**config.mk**
```make
export PLATFORM = sky130hd
export DESIGN_NAME = irsm_ctrl
export DESIGN_NICKNAME = d
export VERILOG_FILES = /design/src/hw/rtl/irsm_pkg.sv /design/src/hw/rtl/irsm_ctrl.sv
export SDC_FILE = /design/constraint.sdc
export NUM_CORES = 1
export LEC_CHECK = 0
export BUFFER_PORTS_ARGS = -buffer_cell sky130_fd_sc_hd__buf_4
export CORE_AREA = 2 2 39 41
export CTS_CLUSTER_DIAMETER = 100
export DETAILED_ROUTE_END_ITERATION = 8
export DIE_AREA = 0 0 41 43
export PLACE_DENSITY = 0.56
export SLEW_MARGIN = 30
export SYNTH_ARGS = -nofsm -noshare
export SYNTH_HDL_FRONTEND = slang
export SYNTH_SLANG_ARGS = --single-unit
```
**constraint.sdc**
```tcl
create_clock -name clk -period 1.9 [get_ports clk]
set_clock_uncertainty 0.15 [all_clocks]
set_input_delay 0.19 -clock clk [delete_from_list [all_inputs] [get_ports clk]]
set_output_delay 0.19 -clock clk [all_outputs]
set_load 0.03 [all_outputs]
```
**src/hw/rtl/irsm_pkg.sv**
```systemverilog
// Shared types, codes and default sizes for the integer range set merge block.
// Used by the channel interfaces, the controller, the datapath and the top level.
// Depends on nothing.
`timescale 1ns / 1ps

package irsm_pkg;

  localparam int DEF_MAX_RANGES = 64;
  localparam int DEF_VALUE_BITS = 32;

  localparam int KIND_W   = 3;
  localparam int BOUND_W  = 32;
  localparam int INDEX_W  = 6;
  localparam int STATUS_W = 2;
  localparam int COUNT_W  = 7;
  localparam int TOTAL_W  = 33;

  localparam logic [KIND_W-1:0] KIND_INSERT   = 3'd0;
  localparam logic [KIND_W-1:0] KIND_RESTRICT = 3'd1;
  localparam logic [KIND_W-1:0] KIND_CLEAR    = 3'd2;
  localparam logic [KIND_W-1:0] KIND_PROBE    = 3'd3;
  localparam logic [KIND_W-1:0] KIND_READ     = 3'd4;

  localparam logic [STATUS_W-1:0] ST_OK        = 2'd0;
  localparam logic [STATUS_W-1:0] ST_EMPTY     = 2'd1;
  localparam logic [STATUS_W-1:0] ST_FULL      = 2'd2;
  localparam logic [STATUS_W-1:0] ST_BAD_INDEX = 2'd3;

  // Commands from the controller to the datapath.
  typedef struct packed {
    logic start;
    logic rd_en;
    logic step;
    logic fin;
    logic commit;
    logic load_out;
  } irsm_cmd_t;

  // Status from the datapath back to the controller.
  typedef struct packed {
    logic scan_req;
    logic read_req;
    logic read_mode;
    logic adv;
    logic last;
  } irsm_sts_t;

endpackage

```
**src/hw/rtl/irsm_ctrl.sv**
```systemverilog
// Sequencing state machine of the range set block.
// Depends on irsm_pkg for the command and status structs.
`timescale 1ns / 1ps

module irsm_ctrl
  import irsm_pkg::*;
  (
  input  logic      clk,
  input  logic      rst,
  input  logic      in_valid,
  output logic      in_ready,
  input  logic      out_ready,
  output logic      out_valid,
  input  irsm_sts_t sts,
  output irsm_cmd_t cmd
);

  localparam logic [2:0] S_IDLE   = 3'd0;
  localparam logic [2:0] S_DECODE = 3'd1;
  localparam logic [2:0] S_RD     = 3'd2;
  localparam logic [2:0] S_PROC   = 3'd3;
  localparam logic [2:0] S_FIN    = 3'd4;
  localparam logic [2:0] S_COMMIT = 3'd5;
  localparam logic [2:0] S_OUT    = 3'd6;

  logic [2:0] state;
  logic [2:0] state_next;
  logic       out_free;

  assign in_ready = (state == S_IDLE);
  assign out_free = !out_valid || out_ready;

  always_comb begin
    cmd        = '0;
    state_next = state;
    case (state)
      S_IDLE: begin
        if (in_valid) begin
          cmd.start  = 1'b1;
          state_next = S_DECODE;
        end
      end
      S_DECODE: begin
        state_next = (sts.scan_req || sts.read_req) ? S_RD : S_FIN;
      end
      S_RD: begin
        cmd.rd_en  = 1'b1;
        state_next = S_PROC;
      end
      S_PROC: begin
        if (sts.read_mode) begin
          state_next = S_OUT;
        end else begin
          cmd.step = 1'b1;
          if (sts.adv) begin
            state_next = sts.last ? S_FIN : S_RD;
          end
        end
      end
      S_FIN: begin
        cmd.fin    = 1'b1;
        state_next = S_COMMIT;
      end
      S_COMMIT: begin
        cmd.commit = 1'b1;
        state_next = S_OUT;
      end
      S_OUT: begin
        if (out_free) begin
          cmd.load_out = 1'b1;
          state_next   = S_IDLE;
        end
      end
      default: state_next = S_IDLE;
    endcase
  end

  always_ff @(posedge clk) begin
    if (rst) begin
      state     <= S_IDLE;
      out_valid <= 1'b0;
    end else begin
      state <= state_next;
      if (cmd.load_out) begin
        out_valid <= 1'b1;
      end else if (out_ready) begin
        out_valid <= 1'b0;
      end
    end
  end

  a_load_needs_room: assert property (@(posedge clk) disable iff (rst)
    cmd.load_out |-> out_free)
    else $error("result loaded over an unread result");

  a_accept_decodes: assert property (@(posedge clk) disable iff (rst)
    (in_valid && in_ready) |=> (state == S_DECODE))
    else $error("accepted request not decoded");

  a_read_goes_out: assert property (@(posedge clk) disable iff (rst)
    (state == S_PROC && sts.read_mode) |=> (state == S_OUT))
    else $error("entry read did not go to output");

endmodule

```
======== After elaboration in Yosys (flattened, before gate mapping) ========
Index checks and enable logic that the tools add are counted.
operators by class
  eq/ne operators ......................... 9
  muxes and demuxes ....................... 18
  reductions and logical operators ........ 6
operators by type and width
  cell                                                  count
  case mux 3 bit (7 select lines)                       1
  2-to-1 mux 3 bit                                      6
  2-to-1 mux 1 bit                                      11
  equality test 3 bit (second input constant)           3
  equality test 3 x 2 -> 1 bit (second input constant)  2
  != test 2 bit (second input constant)                 2
  equality test 3 x 1 -> 1 bit (second input constant)  1
  zero test 3 bit                                       1
  != test 3 bit (second input constant)                 1
  AND reduction 3 bit                                   1
  logical OR 1 bit                                      2
  nonzero test 2 bit                                    1
  zero test 1 bit                                       1
storage, ports and cells
  word-level logic and storage cells ...... 35
  output and inout port bits .............. 8
  register bits after elaboration ......... 4
  input port bits ......................... 9

======== Logic depth before layout (Yosys ltp) ========
  word-level depth ........................ 5
  depth in mapped cells ................... 4
  mapped depth without buffers ............ 3

======== Least setup slack after synthesis ========
No wires, ideal clock.
  kind .................................... register to output
  from .................................... register state[2]
  to ...................................... output cmd[5] (netlist name)
  path slack .............................. -0.092 ns
  arrival time ............................ 1.652 ns
  stages on the path, launching flop included .. 4
  buffers on the path ..................... 1
  data required time ...................... 1.560 ns
  path through ............................ dfxtp_1 clkbuf_2 nor3_1 and2_1
RTL lines
  item                    line             RTL
  start, declared         irsm_ctrl.sv:26  logic [2:0] state;
  start signal, assigned  irsm_ctrl.sv:83  state <= state_next;
  end, declared           irsm_ctrl.sv:15  output irsm_cmd_t cmd

==> results.txt <==
outcome - complete, no violations
FP Rows - 14
R2R Path End - state[0]
Worst Reg-to-Reg Cells - 3
drt drc - 0
Skew-Pair Late Insertion Delay - 0.23 ns
CTS tree - built
Cells after Synth - 37
Die X-Extent - 41 um
Sw Pwr - 216 uW
Syn-to-layout area delta - 47.5%
CTS resizes - 0
final setup fails - 0
root buffer cell - clkbuf_4
most common library cells after synthesis - dfxtp_1, nand2b_1, nor3_1, nor3b_1
final WL - 740 um
Hold Fails Final Rpt - 0
r2r startpoint - state[1]
GPL Wtd Cong - 0.722
port bufs - 16
Slew @ Worst Pin - 0.396 ns
Tcrit/Tclk final - 87.8%
crit path time final - 1.67 ns
average size of a mapped cell - 8.69 um^2
Crit path arrival time - 1.33 ns
combinational fraction of design power - 49.3%
antenna cell count - 0
switching portion of total power - 42.5%
first-pass GRT wire length - 1130 um
most common cell in the synthesized netlist - dfxtp_1
Avg WL per Cell - 10.7 um
Worst R2R Setup Slack - 0.45 ns
Final Instance Area - 474 um^2
Longest Clk Path Bufs - 2
Hold Crit Class - in -> reg
Worst EP required - 1.56 ns
Max-slew headroom - 73.6%
synth top area cells - dfxtp_1, nor3b_1, nand2b_1
Max Clock Freq - 0.600 GHz
largest net degree at the start of global routing - 14
DPL Wire Length - 573 um
layout cells sized above 1 - 43.4%
drt first pass iters - 4
height of the die - 43 um
maxcap violations - 0
Syn Nets - 46
Routed Antenna Nets - 0
die area - 1760 um^2
CP startpoint kind - flip-flop
Worst setup EP type - primary output
Core Box Area - 1380 um^2
critical path class - reg -> out
Flop pwr share - 30.9%
DRT iter0 DRCs - 1
number of synthesized flops with an enable pin - 0
All-Layer GR Usage - 9.24%
H-tree levels - 1
Worst Hold Depth - 2
pins over their slew limit - 0
I/O pin count - 17
Vias - 326
sequential-to-total area share from yosys stat - 24.9%
cell taking the most area after synthesis - dfxtp_1
vias in the first global route - 309
Starting Density - 23.2%
Hold Startpoint - rst
asr flop ratio synth - 0%
Num CTS Buffers - 3
YS warnings - 0
grt ovf - 0
Hold-fix buffers, CTS - 0
power per cell area - 1070 nW/um^2
initial antenna violation count - 0
clock sink count - 4
Yosys top cell area share - 24.9%
synth unique cells - 23
Worst-path clk slew - 0.04 ns
Post-Syn Area - 322 um^2
RSZ-0062 raised after global routing - no
FF+latch count, synth - 4
placed inst area - 452 um^2
VDD IR max - 523 uV
Worst Hold End - out_valid
worst-path fanout max - 12
setup repair bufs after CTS - 0
Static Leakage - 0.000201 uW
internal power - 292 uW
Final #Nets - 64
final hold slack - 0.0114 ns
setup tns final - 0 ns
Main synth FF type - dfxtp_1
clock power share - 19.8%
drt via density - 4.72
-- logic make-up after synthesis --
group / after synthesis / synth area share [%]
AOI/OAI and AO/OA: 10 / 27.6
muxes: 1 / 3.11
and+or+nand+nor: 17 / 37.4
DFF: 4 / 24.9
buffers and inverters: 5 / 7.00
-- through the flow --
stage | power [uW] | cells | worst slack [ns] | utilization [%]
3_5_place_dp | 413 | 66 | 0.441 | 32.6
2_1_floorplan | 337 | 37 | 0.189 | -
4_1_cts | 520 | 69 | 0.206 | 34.3
6_report | 509 | 69 | 0.233 | 34.3
5_1_grt | 546 | 69 | 0.126 | 34.3
3_3_place_gp | 412 | 66 | 0.442 | 32.6
-- worst max-delay path by stage --
stage	start	end	slack (ns)	depth (start not counted)
finish	state[1]	cmd[3]	0.23	3
global placement	state[1]	cmd[3]	0.44	3
detailed placement	state[1]	state[0]	0.44	3
floorplan	state[2]	cmd[3]	0.19	3
CTS	state[1]	cmd[3]	0.21	3
global route	state[1]	cmd[3]	0.13	3
-- metal layers --
layer | wire length [um] | GRT usage [%] | part of all wire, % | vias up
met5 | 0 | 0 | 0 | -
met4 | 0 | 6.00 | 0 | 0
met3 | 75 | 0.524 | 10 | 0
met2 | 341 | 13.4 | 46 | 12
met1 | 322 | 12.5 | 44 | 141
li1 | - | - | - | 173
-- cells in the final DEF, fill, tap and decap left out --
cell type,netlist,layout
o21ai_0,1,1
nor2b_1,1,1
a21oi_4,1,1
o41ai_2,1,1
nor2_1,1,1
a211o_1,2,2
o31a_1,2,2
inv_1,2,2
nand4bb_1,1,1
dfxtp_1,4,4
mux2i_1,1,1
nor3b_1,3,3
nand3b_1,1,1
nor3_1,3,2
or3_4,1,1
a21oi_1,2,2
or3b_1,1,1
nand2b_1,3,3
and3b_1,1,1
clkbuf_4,0,3
and2_1,1,1
buf_4,0,16
nor3_2,0,1
o22ai_1,1,1
-- area by class of cell --
type | count | area (um^2)
fill | 156 | 910
multi-input combinational | 28 | 224
timing repair buffer | 16 | 120
sequential | 4 | 80.1
clock buffer | 3 | 22.5
tap | 16 | 20.0
inverter | 2 | 7.51
-- registers in the layout, indices dropped and copies added, names as in the netlist --
name       flops
out_valid      1
state          3
-- power groups by stage --
stage / Sequential (uW) / Clock, uW / Combinational (uW)
finish: 157 / 101 / 251
global route: 163 / 112 / 271
CTS: 157 / 108 / 255
detailed placement: 159 / 0 / 254
global placement: 159 / 0 / 254
floorplan: 114 / 0 / 222
-- critical path, stage by stage (launching register included) --
cell      delay, ns
dfxtp_1        0.55
nand2b_1       0.15
nor3b_1        0.21
buf_4          0.19
No activity file was read; power rests on OpenSTA's default activity.
